`src/sv/ucf_pkg.sv`:
```
// ucf_pkg: shared types, codes and character classing functions for the
// utf-8 character class filter; no dependencies
`default_nettype none

package ucf_pkg;

   localparam int CountWidth = 16;
   localparam int MaxBytes   = 6;

   typedef enum logic [2:0] {
      MODE_ALL         = 3'd0,
      MODE_SYMBOLS_OFF = 3'd1,
      MODE_HALF_DIGIT  = 3'd2,
      MODE_HALF_ALNUM  = 3'd3,
      MODE_NO_SYSTEM   = 3'd4
   } mode_type;

   typedef enum logic {
      REG_CLASS_MODE = 1'b0,
      REG_CHAR_LIMIT = 1'b1
   } reg_type;

   typedef enum logic [1:0] {
      START_NONE  = 2'd0,
      START_FIRST = 2'd1,
      START_LATER = 2'd2
   } start_type;

   typedef struct packed {
      logic [2:0]  class_mode;
      logic [15:0] char_limit;
   } cfg_type;

   typedef struct packed {
      logic all_ok;
      logic sys;
      logic hnum;
      logic fnum;
      logic halpha;
      logic falpha;
      logic hkana;
      logic fkana;
      logic kanji;
   } flags_type;

   // one character's worth of result words
   typedef struct packed {
      logic [MaxBytes-1:0][7:0] bytes;
      logic [2:0]               count;
      logic                     data;
      logic                     str_end;
      logic [15:0]              kept;
   } burst_type;

   function automatic logic [2:0] char_length(input logic [7:0] b);
      logic [2:0] n;
      if (b < 8'h80) n = 3'd1;
      else if (b <= 8'hBF) n = 3'd1;
      else if (b <= 8'hDF) n = 3'd2;
      else if (b <= 8'hEF) n = 3'd3;
      else if (b <= 8'hF7) n = 3'd4;
      else if (b <= 8'hFB) n = 3'd5;
      else n = 3'd6;
      return n;
   endfunction

   function automatic flags_type mode_flags(input logic [2:0] m);
      flags_type f;
      f = '1;
      case (mode_type'(m))
         MODE_SYMBOLS_OFF: begin
            f.all_ok = 1'b0;
            f.sys    = 1'b0;
         end
         MODE_HALF_DIGIT: begin
            f = '0;
            f.hnum = 1'b1;
         end
         MODE_HALF_ALNUM: begin
            f = '0;
            f.hnum   = 1'b1;
            f.halpha = 1'b1;
         end
         MODE_NO_SYSTEM: begin
            f.sys = 1'b0;
         end
         default: begin
            f = '1;
         end
      endcase
      return f;
   endfunction

   function automatic logic in_rng(input logic [7:0] v, input logic [7:0] lo,
                                   input logic [7:0] hi);
      return (v >= lo) && (v <= hi);
   endfunction

   function automatic logic keep_char(input logic [MaxBytes-1:0][7:0] c,
                                      input logic [2:0] n, input flags_type f);
      logic keep;
      logic [7:0] c0;
      logic [7:0] c1;
      logic [7:0] c2;
      keep = f.all_ok;
      c0 = c[0];
      c1 = c[1];
      c2 = c[2];
      if (n == 3'd1 && c0 < 8'h80) begin
         if (f.hnum && in_rng(c0, 8'h30, 8'h39)) keep = 1'b1;
         if (f.halpha && (in_rng(c0, 8'h41, 8'h5A) || in_rng(c0, 8'h61, 8'h7A))) keep = 1'b1;
         if (!f.sys && (c0 == 8'h3C || c0 == 8'h3E || c0 == 8'h23 || c0 == 8'h27 ||
                        c0 == 8'h2A || c0 == 8'h2C || c0 == 8'h22)) keep = 1'b0;
      end else if (n == 3'd2 && in_rng(c0, 8'hC0, 8'hDF)) begin
         keep = f.all_ok;
      end else if (n == 3'd3) begin
         if (c0 == 8'hE2) begin
            if (in_rng(c1, 8'h80, 8'hB9) || in_rng(c1, 8'hFA, 8'hFB)) keep = 1'b0;
         end
         if (c0 == 8'hE3) begin
            if (f.fkana && in_rng(c1, 8'h81, 8'h83)) keep = 1'b1;
            if (c1 == 8'h80 && c2 >= 8'h83) keep = 1'b0;
            if (!f.sys && c1 == 8'h82 && in_rng(c2, 8'h94, 8'h96)) keep = 1'b0;
            if (in_rng(c1, 8'h84, 8'h8F)) keep = 1'b0;
         end
         if (f.kanji && in_rng(c0, 8'hE4, 8'hE9)) keep = 1'b1;
         if (c0 == 8'hEF) begin
            if (c1 == 8'hBC) begin
               if (f.fnum && in_rng(c2, 8'h90, 8'h99)) keep = 1'b1;
               if (f.falpha && in_rng(c2, 8'hA1, 8'hBA)) keep = 1'b1;
            end
            if (c1 == 8'hBD) begin
               if (f.falpha && in_rng(c2, 8'h81, 8'h9A)) keep = 1'b1;
               if (f.hkana && in_rng(c2, 8'hA6, 8'hBF)) keep = 1'b1;
            end
            if (c1 == 8'hBE) begin
               if (f.hkana && in_rng(c2, 8'h80, 8'h9F)) keep = 1'b1;
            end
         end
      end else begin
         // emoji
         if (n >= 3'd2 && c0 == 8'hF0 && c1 == 8'h9F) keep = 1'b0;
      end
      return keep;
   endfunction

endpackage

`default_nettype wire

```
`src/sv/ucf_channel_if.sv`:
```
// ucf_req_if and ucf_rsp_if: valid/ready channels of the filter
// no dependencies
`default_nettype none

interface ucf_req_if;
   logic       valid;
   logic       ready;
   logic [7:0] in_byte;
   logic       string_last;

   modport source (output valid, output in_byte, output string_last, input ready);
   modport sink (input valid, input in_byte, input string_last, output ready);
endinterface

interface ucf_rsp_if;
   logic        valid;
   logic        ready;
   logic [7:0]  out_byte;
   logic        byte_valid;
   logic        run_last;
   logic        string_end;
   logic [15:0] kept_count;

   modport source (output valid, output out_byte, output byte_valid, output run_last,
                   output string_end, output kept_count, input ready);
   modport sink (input valid, input out_byte, input byte_valid, input run_last,
                 input string_end, input kept_count, output ready);
endinterface

`default_nettype wire

```
`src/sv/ucf_csr.sv`:
```
// ucf_csr: apb register file holding the class mode and char_limit
// depends on ucf_pkg
`default_nettype none

module ucf_csr (
   input  wire logic            clock,
   input  wire logic            reset,
   input  wire logic            csr_psel,
   input  wire logic            csr_penable,
   input  wire logic            csr_pwrite,
   input  wire logic [2:0]      csr_paddr,
   input  wire logic [31:0]     csr_pwdata,
   output logic [31:0]          csr_prdata,
   output logic                 csr_pready,
   output ucf_pkg::cfg_type     cfg
);

   logic [2:0]  class_mode_ff;
   logic [15:0] char_limit_ff;
   logic        wr_en;

   assign csr_pready = 1'b1;
   assign wr_en = csr_psel && csr_penable && csr_pwrite;

   always_ff @(posedge clock) begin
      if (reset) begin
         class_mode_ff <= ucf_pkg::MODE_ALL;
         char_limit_ff <= 16'hFFFF;
      end else if (wr_en) begin
         if (ucf_pkg::reg_type'(csr_paddr[2]) == ucf_pkg::REG_CLASS_MODE) begin
            class_mode_ff <= csr_pwdata[2:0];
         end else begin
            char_limit_ff <= csr_pwdata[15:0];
         end
      end
   end

   always_comb begin
      unique case (ucf_pkg::reg_type'(csr_paddr[2]))
         ucf_pkg::REG_CLASS_MODE: csr_prdata = {29'd0, class_mode_ff};
         ucf_pkg::REG_CHAR_LIMIT: csr_prdata = {16'd0, char_limit_ff};
         default:                 csr_prdata = 32'd0;
      endcase
   end

   assign cfg.class_mode = class_mode_ff;
   assign cfg.char_limit = char_limit_ff;

endmodule

`default_nettype wire

```
`src/sv/ucf_assembler.sv`:
```
// ucf_assembler: input register, character assembly, bom skip, classing
// and per-string state; hands a burst of result words per kept character
// or bare string end; depends on ucf_pkg and ucf_req_if
`default_nettype none

module ucf_assembler (
   input  wire logic               clock,
   input  wire logic               reset,
   ucf_req_if.sink                 req_ch,
   input  wire ucf_pkg::cfg_type   cfg,
   output logic                    burst_valid,
   input  wire logic               burst_ready,
   output ucf_pkg::burst_type      burst
);

   localparam logic [ucf_pkg::CountWidth-1:0] CountMax = '1;

   logic                                   in_valid_ff;
   logic [7:0]                             in_byte_ff;
   logic                                   in_last_ff;
   logic [ucf_pkg::MaxBytes-1:0][7:0]      seq_ff;
   logic [ucf_pkg::MaxBytes-1:0][7:0]      seq_in;
   logic [2:0]                             needed_ff;
   logic [2:0]                             needed_in;
   logic [2:0]                             have_ff;
   logic [2:0]                             have_in;
   logic [ucf_pkg::CountWidth-1:0]         kept_ff;
   logic [ucf_pkg::CountWidth-1:0]         kept_in;
   ucf_pkg::start_type                     sp_ff;
   ucf_pkg::start_type                     sp_in;
   logic                                   halted_ff;
   logic                                   halted_in;

   logic                                   advance;
   logic                                   lead;
   logic [2:0]                             pos;
   logic [2:0]                             needed;
   logic [2:0]                             have_nx;
   logic                                   limit_hit;
   logic                                   active;
   logic                                   complete;
   logic [ucf_pkg::MaxBytes-1:0][7:0]      cbytes;
   ucf_pkg::start_type                     sp_eff;
   logic                                   bom;
   logic                                   keep;
   logic [ucf_pkg::CountWidth-1:0]         kept_nx;
   logic                                   emit;

   assign advance = in_valid_ff && (!emit || burst_ready);
   assign req_ch.ready = !in_valid_ff || advance;

   always_ff @(posedge clock) begin
      if (reset) begin
         in_valid_ff <= 1'b0;
      end else if (req_ch.ready) begin
         in_valid_ff <= req_ch.valid;
      end
   end

   always_ff @(posedge clock) begin
      if (req_ch.ready) begin
         in_byte_ff <= req_ch.in_byte;
         in_last_ff <= req_ch.string_last;
      end
   end

   always_comb begin
      lead      = (needed_ff == 3'd0);
      pos       = lead ? 3'd0 : have_ff;
      needed    = lead ? ucf_pkg::char_length(in_byte_ff) : needed_ff;
      have_nx   = pos + 3'd1;
      limit_hit = lead && (in_byte_ff != 8'h00) && (32'(kept_ff) >= 32'(cfg.char_limit));
      active    = !halted_ff && (in_byte_ff != 8'h00) && !limit_hit;
      complete  = active && (have_nx >= needed);
      for (int i = 0; i < ucf_pkg::MaxBytes; i++) begin
         cbytes[i] = (3'(i) == pos) ? in_byte_ff : seq_ff[i];
      end
      sp_eff = (lead && active && sp_ff == ucf_pkg::START_NONE) ? ucf_pkg::START_FIRST : sp_ff;
      bom = (sp_eff == ucf_pkg::START_FIRST) && (needed == 3'd3) && (cbytes[0] == 8'hEF) &&
            (cbytes[1] == 8'hBB) && (cbytes[2] == 8'hBF);
      keep = complete && !bom &&
             ucf_pkg::keep_char(cbytes, needed, ucf_pkg::mode_flags(cfg.class_mode));
      kept_nx = (keep && kept_ff != CountMax) ? kept_ff + 1'b1 : kept_ff;
      emit = keep || in_last_ff;
   end

   // burst record toward the serializer
   always_comb begin
      burst_valid   = in_valid_ff && emit;
      burst.str_end = in_last_ff;
      burst.kept    = 16'(kept_nx);
      if (keep) begin
         burst.bytes = cbytes;
         burst.count = needed;
         burst.data  = 1'b1;
      end else begin
         burst.bytes = '0;
         burst.count = 3'd1;
         burst.data  = 1'b0;
      end
   end

   always_comb begin
      seq_in    = seq_ff;
      needed_in = needed_ff;
      have_in   = have_ff;
      kept_in   = kept_ff;
      sp_in     = sp_ff;
      halted_in = halted_ff;
      if (in_last_ff) begin
         needed_in = 3'd0;
         have_in   = 3'd0;
         kept_in   = '0;
         sp_in     = ucf_pkg::START_NONE;
         halted_in = 1'b0;
      end else if (!halted_ff) begin
         if (in_byte_ff == 8'h00) begin
            halted_in = 1'b1;
            needed_in = 3'd0;
            have_in   = 3'd0;
         end else if (limit_hit) begin
            halted_in = 1'b1;
         end else if (complete) begin
            needed_in = 3'd0;
            have_in   = 3'd0;
            sp_in     = ucf_pkg::START_LATER;
            kept_in   = kept_nx;
         end else begin
            seq_in[pos] = in_byte_ff;
            needed_in   = needed;
            have_in     = have_nx;
            sp_in       = sp_eff;
         end
      end
   end

   always_ff @(posedge clock) begin
      if (reset) begin
         needed_ff <= 3'd0;
         have_ff   <= 3'd0;
         kept_ff   <= '0;
         sp_ff     <= ucf_pkg::START_NONE;
         halted_ff <= 1'b0;
      end else if (advance) begin
         needed_ff <= needed_in;
         have_ff   <= have_in;
         kept_ff   <= kept_in;
         sp_ff     <= sp_in;
         halted_ff <= halted_in;
      end
   end

   always_ff @(posedge clock) begin
      if (advance) begin
         seq_ff <= seq_in;
      end
   end

endmodule

`default_nettype wire

```
`src/sv/ucf_serializer.sv`:
```
// ucf_serializer: result register that plays one burst out as words,
// one byte a cycle while the receiver is ready
// depends on ucf_pkg and ucf_rsp_if
`default_nettype none

module ucf_serializer (
   input  wire logic                clock,
   input  wire logic                reset,
   input  wire logic                burst_valid,
   output logic                     burst_ready,
   input  wire ucf_pkg::burst_type  burst,
   ucf_rsp_if.source                rsp_ch
);

   logic               valid_ff;
   logic               valid_in;
   ucf_pkg::burst_type burst_ff;
   ucf_pkg::burst_type burst_in;
   logic [2:0]         rem_ff;
   logic [2:0]         rem_in;
   logic               take;
   logic               final_word;

   assign final_word  = (rem_ff == 3'd1);
   assign take        = valid_ff && rsp_ch.ready;
   assign burst_ready = !valid_ff || (take && final_word);

   always_comb begin
      valid_in = valid_ff;
      burst_in = burst_ff;
      rem_in   = rem_ff;
      if (burst_ready) begin
         valid_in = burst_valid;
         burst_in = burst;
         rem_in   = burst.count;
      end else if (take) begin
         burst_in.bytes = {8'h00, burst_ff.bytes[ucf_pkg::MaxBytes-1:1]};
         rem_in         = rem_ff - 3'd1;
      end
   end

   always_ff @(posedge clock) begin
      if (reset) begin
         valid_ff <= 1'b0;
         rem_ff   <= 3'd0;
      end else begin
         valid_ff <= valid_in;
         rem_ff   <= rem_in;
      end
   end

   always_ff @(posedge clock) begin
      burst_ff <= burst_in;
   end

   assign rsp_ch.valid      = valid_ff;
   assign rsp_ch.out_byte   = burst_ff.bytes[0];
   assign rsp_ch.byte_valid = burst_ff.data;
   assign rsp_ch.run_last   = final_word;
   assign rsp_ch.string_end = burst_ff.str_end && final_word;
   assign rsp_ch.kept_count = burst_ff.kept;

endmodule

`default_nettype wire

```
`src/sv/utf8_character_class_filter.sv`:
```
// an accepted byte passes the input register, then the result register, to its words
// throughput: one byte per cycle unless stalled; kept characters of n bytes leave as
// n words, back-to-back while ready, overlapped with collecting the next character
// reset: synchronous, clears all string state, class mode to 0, char_limit to 65535
// top level of the utf-8 character class filter
// depends on ucf_pkg, ucf_req_if, ucf_rsp_if, ucf_csr, ucf_assembler, ucf_serializer
`default_nettype none

module utf8_character_class_filter (
   input  wire logic         clock,
   input  wire logic         reset,
   ucf_req_if.sink           req_ch,
   ucf_rsp_if.source         rsp_ch,
   input  wire logic         csr_psel,
   input  wire logic         csr_penable,
   input  wire logic         csr_pwrite,
   input  wire logic [2:0]   csr_paddr,
   input  wire logic [31:0]  csr_pwdata,
   output logic [31:0]       csr_prdata,
   output logic              csr_pready
);

   ucf_pkg::cfg_type   cfg;
   ucf_pkg::burst_type burst;
   logic               burst_valid;
   logic               burst_ready;

   ucf_csr u_csr (
      .clock       (clock),
      .reset       (reset),
      .csr_psel    (csr_psel),
      .csr_penable (csr_penable),
      .csr_pwrite  (csr_pwrite),
      .csr_paddr   (csr_paddr),
      .csr_pwdata  (csr_pwdata),
      .csr_prdata  (csr_prdata),
      .csr_pready  (csr_pready),
      .cfg         (cfg)
   );

   ucf_assembler u_assembler (
      .clock       (clock),
      .reset       (reset),
      .req_ch      (req_ch),
      .cfg         (cfg),
      .burst_valid (burst_valid),
      .burst_ready (burst_ready),
      .burst       (burst)
   );

   ucf_serializer u_serializer (
      .clock       (clock),
      .reset       (reset),
      .burst_valid (burst_valid),
      .burst_ready (burst_ready),
      .burst       (burst),
      .rsp_ch      (rsp_ch)
   );

   a_end_closes_run: assert property (@(posedge clock) disable iff (reset)
      rsp_ch.valid && rsp_ch.string_end |-> rsp_ch.run_last)
      else $error("string end word is not the last of its run");

   a_marker_form: assert property (@(posedge clock) disable iff (reset)
      rsp_ch.valid && !rsp_ch.byte_valid |-> rsp_ch.string_end && rsp_ch.out_byte == 8'h00)
      else $error("bare end marker malformed");

   a_reset_idle: assert property (@(posedge clock)
      reset |=> !rsp_ch.valid)
      else $error("result valid right after reset");

endmodule

`default_nettype wire

```
`src/flat_wrapper.sv`:
```
// flat-port wrapper written by rule: the top's interface ports become plain ports
module utf8_character_class_filter_flat 
  (clock, reset, csr_psel, csr_penable, csr_pwrite, csr_paddr, csr_pwdata, csr_prdata, csr_pready, req_ch_valid, req_ch_in_byte, req_ch_string_last, req_ch_ready, rsp_ch_valid, rsp_ch_out_byte, rsp_ch_byte_valid, rsp_ch_run_last, rsp_ch_string_end, rsp_ch_kept_count, rsp_ch_ready);
  ucf_req_if req_ch_i ();
  ucf_rsp_if rsp_ch_i ();
  input  wire logic clock;
  input  wire logic reset;
  input  wire logic csr_psel;
  input  wire logic csr_penable;
  input  wire logic csr_pwrite;
  input  wire logic [2:0] csr_paddr;
  input  wire logic [31:0] csr_pwdata;
  output logic [31:0] csr_prdata;
  output logic csr_pready;
  input wire logic [$bits(req_ch_i.valid)-1:0] req_ch_valid;
  input wire logic [$bits(req_ch_i.in_byte)-1:0] req_ch_in_byte;
  input wire logic [$bits(req_ch_i.string_last)-1:0] req_ch_string_last;
  output wire logic [$bits(req_ch_i.ready)-1:0] req_ch_ready;
  output wire logic [$bits(rsp_ch_i.valid)-1:0] rsp_ch_valid;
  output wire logic [$bits(rsp_ch_i.out_byte)-1:0] rsp_ch_out_byte;
  output wire logic [$bits(rsp_ch_i.byte_valid)-1:0] rsp_ch_byte_valid;
  output wire logic [$bits(rsp_ch_i.run_last)-1:0] rsp_ch_run_last;
  output wire logic [$bits(rsp_ch_i.string_end)-1:0] rsp_ch_string_end;
  output wire logic [$bits(rsp_ch_i.kept_count)-1:0] rsp_ch_kept_count;
  input wire logic [$bits(rsp_ch_i.ready)-1:0] rsp_ch_ready;
  assign req_ch_i.valid = req_ch_valid;
  assign req_ch_i.in_byte = req_ch_in_byte;
  assign req_ch_i.string_last = req_ch_string_last;
  assign req_ch_ready = req_ch_i.ready;
  assign rsp_ch_valid = rsp_ch_i.valid;
  assign rsp_ch_out_byte = rsp_ch_i.out_byte;
  assign rsp_ch_byte_valid = rsp_ch_i.byte_valid;
  assign rsp_ch_run_last = rsp_ch_i.run_last;
  assign rsp_ch_string_end = rsp_ch_i.string_end;
  assign rsp_ch_kept_count = rsp_ch_i.kept_count;
  assign rsp_ch_i.ready = rsp_ch_ready;
  utf8_character_class_filter u_core (.clock(clock), .reset(reset), .req_ch(req_ch_i), .rsp_ch(rsp_ch_i), .csr_psel(csr_psel), .csr_penable(csr_penable), .csr_pwrite(csr_pwrite), .csr_paddr(csr_paddr), .csr_pwdata(csr_pwdata), .csr_prdata(csr_prdata), .csr_pready(csr_pready));
endmodule
```
`config.mk`:
```
export PLATFORM = sky130hd
export DESIGN_NAME = utf8_character_class_filter_flat
export DESIGN_NICKNAME = d
export VERILOG_FILES = /design/src/sv/ucf_pkg.sv /design/src/sv/ucf_channel_if.sv /design/src/sv/ucf_csr.sv /design/src/sv/ucf_assembler.sv /design/src/sv/ucf_serializer.sv /design/src/sv/utf8_character_class_filter.sv /design/src/flat_wrapper.sv
export SDC_FILE = /design/constraint.sdc
export NUM_CORES = 1
export LEC_CHECK = 0
export ABC_AREA = 1
export BUFFER_PORTS_ARGS = -buffer_cell sky130_fd_sc_hd__buf_2
export CORE_MARGIN = 10
export CORE_UTILIZATION = 25
export DETAILED_ROUTE_END_ITERATION = 12
export GPL_TIMING_DRIVEN = 0
export PLACE_DENSITY = 0.46
export SLEW_MARGIN = 10
export SYNTH_ARGS = -nofsm -noshare
export SYNTH_HDL_FRONTEND = slang
export SYNTH_SLANG_ARGS = --single-unit
```
`constraint.sdc`:
```
create_clock -name clock -period 4.7 [get_ports clock]
set_input_delay 0 -clock clock [delete_from_list [all_inputs] [get_ports clock]]
set_output_delay 0 -clock clock [all_outputs]
set_load 0.02 [all_outputs]
```
# Yosys cells after proc, flatten, opt, wreduce, memory -nomap -nowiden
# Index checks and enable logic that the tools add are counted.
[word_totals] input_bits=51 ff_bits=172 output_inout_bits=62 wordCells=282
[classes] n_bitwise=6 n_eq_ne=38 reduce_logical=87 muxes=78 n_lt_le_gt_ge=43 addsub=3
[ops] operator="$le A8 B8 Y1 const B" n=17
[ops] operator="$ge A8 B8 Y1 const B" n=13
[ops] operator="$eq A8 B8 Y1 const B" n=12
[ops] operator="$mux W16" n=6
[ops] operator="$mux W48" n=2
[ops] operator="$pmux W32 S2" n=1
[ops] operator="$eq A8 B6 Y1 const B" n=7
[ops] operator="$mux W8" n=7
[ops] operator="$mux W3" n=18
[ops] operator="$logic_and A1 B1 Y1" n=53
[ops] operator="$mux W52" n=1
[ops] operator="$bwmux W48" n=1
[ops] operator="$mux W1" n=32
[ops] operator="$demux W8 S3" n=1
[ops] operator="$add A16 B1 Y16 const B" n=1
[ops] operator="$ge A16 B16 Y1" n=1
[ops] operator="$ge A8 B7 Y1 const B" n=2
[ops] operator="$le A8 B7 Y1 const B" n=2
[ops] operator="$lt A8 B8 Y1 const B" n=2
[ops] operator="$mux W2" n=8
[ops] operator="$ne A16 B16 Y1 const B" n=1
[ops] operator="$eq A3 B2 Y1 const B" n=4
[ops] operator="$logic_or A1 B1 Y1" n=12
[ops] operator="$pmux W6 S2" n=1
[ops] operator="other kinds (31)" n=50

# Logic depth before layout (Yosys ltp)
[depth] depth_word=38 depth_mapped=33

# Modules after synthesis
# A second synthesis with hierarchy kept.
[hier_totals] hier_cells=1284 area_unflattened_um2=10009.6
[modules_own_cells] module="ucf_assembler" area_per_inst_um2=5975.7 cells_per_inst=855 n_inst=1 seq_area_each_um2=2232.1
[modules_own_cells] module="ucf_serializer" area_per_inst_um2=3007.9 cells_per_inst=279 n_inst=1 seq_area_each_um2=2062.0
[modules_own_cells] module="ucf_csr" area_per_inst_um2=1026.0 cells_per_inst=150 n_inst=1 seq_area_each_um2=380.4

# Worst setup path after synthesis
# No wires, ideal clock.
[synth_path] path_type="reg2reg" start="register u_core.u_assembler.needed_ff[1]" end="register u_core.u_assembler.seq_ff[16] in the netlist's numbering, enable pin" setup_ps=383 arrival_ps=3503 period_less_slack_ps=3886 slack_ps=814 path_buffers=1 required_time_ps=4317 stages_incl_launch_ff=21 path_cell_list="dfxtp_1 -> nor2_2 -> nand2_4 -> inv_1 -> nor2_1 -> ha_1 -> clkbuf_1 -> nand3_1 -> nand2_2 -> nand2_1 -> nor2_1 -> nand3_1 -> nor4_2 -> nor3_1 -> a21oi_1 -> nand2_4 -> nand2_4 -> nand2_4 -> a21oi_4 -> nand3_2 -> nor3_1"
[synth_between] elab_chain_len=36 elab_cells_between_ends=156 classes_between="1 x add/sub; 34 x order compare; 25 x eq/ne; 33 x mux; 2 x bitwise; 61 x reduce/logical"
[synth_lines] item="start: declaration" line_no="ucf_assembler.sv:23" source="logic [2:0] needed_ff;"
[synth_lines] item="start signal: assignment" line_no="ucf_assembler.sv:145" source="needed_ff <= needed_in;"
[synth_lines] item="$logic_not A3 Y1" line_no="ucf_assembler.sv:68" source="lead = (needed_ff == 3'd0);"
[synth_lines] item="$mux W3" line_no="ucf_assembler.sv:69" source="pos = lead ? 3'd0 : have_ff;"
[synth_lines] item="$eq A1 B3 Y1" line_no="ucf_assembler.sv:76" source="cbytes[i] = (3'(i) == pos) ? in_byte_ff : seq_ff[i];"
[synth_lines] item="$mux W8" line_no="ucf_assembler.sv:76"
[synth_lines] item="$ge A8 B8 Y1 / $le A8 B8 Y1 (equally long branches)" line_no="ucf_pkg.sv:96" source="return (v >= lo) && (v <= hi);"
[synth_lines] item="$logic_and A1 B1 Y1" line_no="ucf_pkg.sv:96"
[synth_lines] item="$logic_or A1 B1 Y1" line_no="ucf_pkg.sv:118" source="if (in_rng(c1, 8'h80, 8'hB9) || in_rng(c1, 8'hFA, 8'hFB)) keep = 1'b0;"
[synth_lines] item="$mux W1" line_no="ucf_pkg.sv:118"
[synth_lines] item="(+20 left out)"
[synth_lines] item="$mux W1" line_no="ucf_pkg.sv:114" source="end else if (n == 3'd2 && in_rng(c0, 8'hC0, 8'hDF)) begin"
[synth_lines] item="$mux W1" line_no="ucf_pkg.sv:109" source="if (n == 3'd1 && c0 < 8'h80) begin"
[synth_lines] item="$logic_and A1 B1 Y1" line_no="ucf_assembler.sv:81" source="keep = complete && !bom &&"
[synth_lines] item="$logic_or A1 B1 Y1" line_no="ucf_assembler.sv:84" source="emit = keep || in_last_ff;"
[synth_lines] item="$logic_not A1 Y1" line_no="ucf_assembler.sv:49" source="assign advance = in_valid_ff && (!emit || burst_ready);"
[synth_lines] item="$logic_or A1 B1 Y1" line_no="ucf_assembler.sv:49"
[synth_lines] item="$logic_and A1 B1 Y1" line_no="ucf_assembler.sv:49"
[synth_lines] item="$reduce_and A6 Y1 (no line) (*)"
[synth_lines] item="end signal: assignment" line_no="ucf_assembler.sv:155" source="seq_ff <= seq_in;"
[synth_lines] item="end: declaration" line_no="ucf_assembler.sv:21" source="logic [ucf_pkg::MaxBytes-1:0][7:0] seq_ff;"
# Every way passes the cells marked *; elsewhere a longest branch is shown, timed or not. The select of a mux whose other input is x is not followed.
# A chain may end at the register's enable or synchronous reset.

# Worst setup path in the final report
[layout_path] start="register u_core.u_assembler.needed_ff[2]" end="register u_core.u_assembler.seq_ff[1] in the netlist's numbering, enable pin"
# Same word-level chain as after synthesis.

==> results.toml <==
[finish]
fin_nets = 1418
area_growth_pct = 23.0
final_cell_area_mm2 = 0.0119
final_layout_size_suffix_gt1_frac = 0.173
postLayoutCoreUtil = 0.310
fillers = 4109
num_antenna_cells = 0
stdcell_count = 1871

[setup_path]
critPathBufInv = 5
slowest_stage = "dfxtp_1"
critPathArrivalTime_ps = 4560
worstReg2RegStart = "u_core.u_assembler.needed_ff[2]"
r2r_cells = 23
path_cells = "nor2_2, nand2_4, inv_1, nor2_2, inv_1, ha_1, clkbuf_2, nand3_1, nand2_1, nand2_1, nor2_2, nand4_1, nor3_2, nand4_1, a21oi_2, nor2_4, nand2_4, nand2_4, a21oi_4, buf_12, nand2_2, nor3_4, buf_12"
cp.depth = 23
cp.required_ps = 4850
start_kind = "register"
r2r-end = "u_core.u_assembler.seq_ff[1]"
crit_fanout = 10
crit_path_max_incr_delay_ps = 320
crit_family = "simple AND/OR/NAND/NOR gates"
worstSetupPathType = "reg2reg"
end_kind = "register"
r2r_setup_slack_ps = 300

[hold_path]
hp-class = "in2reg"
min_to = "u_core.u_csr.class_mode_ff[0]"
worstHoldStart = "csr_penable"
min_path_cells = 5

[synth]
synth_edf_count = 123
synth_compound_area_frac = 0.103
yosys_warnings = 0
async_flop_share = 0
synth_top_family_by_area = "simple AND/OR/NAND/NOR gates"
synth_cells = 1189
synth_seq_area_share = 0.482
ys_types = 45
avgSynthCellArea_um2 = 8.15
synthMuxAreaShare = 0
synth-seq-cells = 172
synthSimpleGateAreaFrac = 0.255
syn_area_mm2 = 0.00970
yosys.area_share.xor_xnor = 0.0136
post_synth_fa_ha_maj_area_fraction = 0.0348
ys.flop_type = "edfxtp_1"

[sta]
fin_crit_ps = 4400
slew_headroom = 0.445
setup_viol = 0
fmax_mhz = 227
fin_crit_sh = 0.937
tns_ps = 0
final.setup_skew_ps = 15.8
worst_slew_pin_slew_ps = 833
final_max_slew_viol_count = 0
hold_viol = 0

[grt]
antenna_found_initial = 0
grt_pass1_vias = 7873
grt_pass1_wl_mm = 44.4
grt_usage = 0.120
grt-ovfl-total = 0
grt_max_degree = 31

[clock_network]
clockBufferDepth = 2
clkSinkCount = 172
cts_root_buffer = "clkbuf_16"
htreeDepth = 4
cts_tree = "done"
cts_made_buffers = 17
cts.clk_slew.worst_paths_ps = 70
clk_latency_ps = 440

[floorplanning]
ioPinCount = 113
core_region_area_mm2 = 0.0385
fp.dieH_um = 217
rows = 72
die_w_um = 217
die_area_mm2 = 0.0471
start_util = 0.252

[power_and_ir_drop]
p_per_area_mw_per_mm2 = 414
p_total_uw = 4930
vdd_drop_max_mv = 0.183
power.leakage_uw = 0.00536

[run_status]
status = "finished clean"

[placed_design]
dpl_cell_area_mm2 = 0.0108
dp.cells = 1801
portBuffers = 77
hpwl_mm = 21.6
gp_congestion = 0.871

[route]
drt-initial-drc-count = 501
drt-wirelength-per-cell_um = 15.3
drc_errors = 0
viasPerCell = 4.38
ant_nets = 0
firstDrtPassIters = 5
wl_mm = 28.6
vias = 8196

[run]
maxCapViolCount = 0
==> worst max-delay path by stage <==
stage / slack [ps] / startpoint / endpoint
2_1_floorplan: 810 / u_core.u_assembler.needed_ff[1] / u_core.u_assembler.seq_ff[16]
3_3_place_gp: -670 / u_core.u_assembler.needed_ff[1] / u_core.u_assembler.seq_ff[23]
3_5_place_dp: -630 / u_core.u_assembler.needed_ff[1] / u_core.u_assembler.seq_ff[18]
4_1_cts: 2 / u_core.u_assembler.needed_ff[1] / u_core.u_assembler.seq_ff[36]
5_1_grt: -10 / u_core.u_assembler.needed_ff[1] / u_core.u_assembler.seq_ff[1]
6_report: 300 / u_core.u_assembler.needed_ff[2] / u_core.u_assembler.seq_ff[1]
==> sequential cells by signal, indices dropped and copies added, names as in the netlist, 2 cells and up <==
register	flops
u_core.u_assembler.kept_ff	16
u_core.u_assembler.needed_ff	3
u_core.u_serializer.rsp_ch.out_byte	8
u_core.u_assembler.in_byte_ff	8
u_core.u_csr.class_mode_ff	3
u_core.u_assembler.sp_ff	2
u_core.u_assembler.have_ff	3
u_core.u_serializer.rem_ff	3
u_core.u_serializer.burst_ff	41
u_core.u_serializer.rsp_ch.kept_count	16
u_core.u_csr.char_limit_ff	16
u_core.u_assembler.seq_ff	48
==> synthesized netlist by cell type (3+ instances only) <==
library cell,instances,area share
nand2_1,336,0.13
inv_1,141,0.055
edfxtp_1,123,0.38
a21oi_1,80,0.041
o21ai_0,79,0.041
nor2_1,66,0.026
nand3_1,63,0.033
dfxtp_1,49,0.10
buf_4,42,0.033
ha_1,27,0.035
nand4_1,27,0.017
nor3_1,25,0.013
clkbuf_1,22,0.0085
o21ai_1,16,0.0083
nand2_2,13,0.0084
xor2_1,13,0.012
buf_2,8,0.0041
buf_6,7,0.0081
nand2_4,7,0.0081
nor4_1,6,0.0039
inv_2,5,0.0019
nor2_2,5,0.0032
nand3_2,3,0.0031
==> repair_timing <==
item	in CTS	in global routing
resized for setup	12	10
hold buffers	29	0
setup endpoints to repair	48	52
pin swaps	4	3
setup buffers	4	5
endpoints found under the hold margin	31	0
==> power by group <==
part | total (uW) | internal (uW) | switching, uW
Combinational | 1450 | 462 | 988
Clock | 1370 | 739 | 633
Sequential | 2110 | 1990 | 125
Total | 4930 | 3190 | 1750
==> cell usage in the layout, fill, tap and decap left out, types with 2 or more instances in the layout <==
| master | count |
|---|---|
| nand2_2 | 13 |
| inv_2 | 6 |
| clkbuf_16 | 17 |
| o21ai_2 | 2 |
| clkinvlp_4 | 3 |
| edfxtp_1 | 123 |
| buf_4 | 44 |
| clkbuf_1 | 22 |
| xnor2_1 | 2 |
| a21oi_2 | 3 |
| nand4_1 | 27 |
| nor2_1 | 64 |
| o21ai_1 | 17 |
| inv_1 | 140 |
| clkinv_1 | 2 |
| o21ai_0 | 78 |
| a21oi_1 | 78 |
| ha_1 | 26 |
| nor2_4 | 2 |
| nand2_4 | 8 |
| inv_6 | 4 |
| conb_1 | 17 |
| nand2_1 | 335 |
| nor4_1 | 6 |
| nor3_1 | 18 |
| nand3_2 | 2 |
| nor3_4 | 6 |
| xor2_1 | 13 |
| buf_6 | 8 |
| dfxtp_1 | 49 |
| nand3_1 | 63 |
| nor2_2 | 7 |
| buf_2 | 85 |
| clkinv_4 | 3 |
| buf_12 | 8 |
| dlygate4sd3_1 | 29 |
==> stage by stage <==
| step | worst slack (ps) | hold slack, ps |
|---|---|---|
| detailed placement | -626 | 178 |
| floorplan | 814 | 98.9 |
| finish | 295 | 55.0 |
| global placement | -668 | 177 |
| global route | -12.8 | 83.4 |
| CTS | 2.05 | 39.4 |
==> routing by layer <==
metal,wire length (um),vias to the layer above,track usage
met1,14300,3780,0.164
met2,12900,200,0.189
met3,953,26,0.0227
li1,-,4190,-
met4,499,0,0.0361
met5,0,-,0
==> cell families after synthesis <==
group / after synthesis
other: 2
adder cells (fa/ha/maj): 27
buffers and inverters: 227
XOR/XNOR: 15
AO/OA/AOI/OAI: 188
AND/OR/NAND/NOR: 558
flip-flops: 172
==> final cells by class <==
| type | count | area [um^2] | share of cell area |
|---|---|---|---|
| clock buffer | 18 | 429 | 0.0360 |
| multi-input combinational | 805 | 4110 | 0.344 |
| tap | 518 | 648 | 0.0543 |
| sequential | 172 | 4670 | 0.392 |
| buffer | 80 | 522 | 0.0437 |
| inverter | 147 | 552 | 0.0463 |
| clock inverter | 14 | 134 | 0.0112 |
| timing repair buffer | 117 | 862 | 0.0723 |
==> worst register-to-register path, delay by kind of cell (launching register included) <==
kind / cells / cell delay (ps)
and+or+nand+nor: 15 / 2260
DFF: 1 / 320
adders and majority gates: 1 / 240
AOI/OAI and AO/OA: 2 / 460
buffers and inverters: 5 / 850
Power figures use the tool's default switching activity.
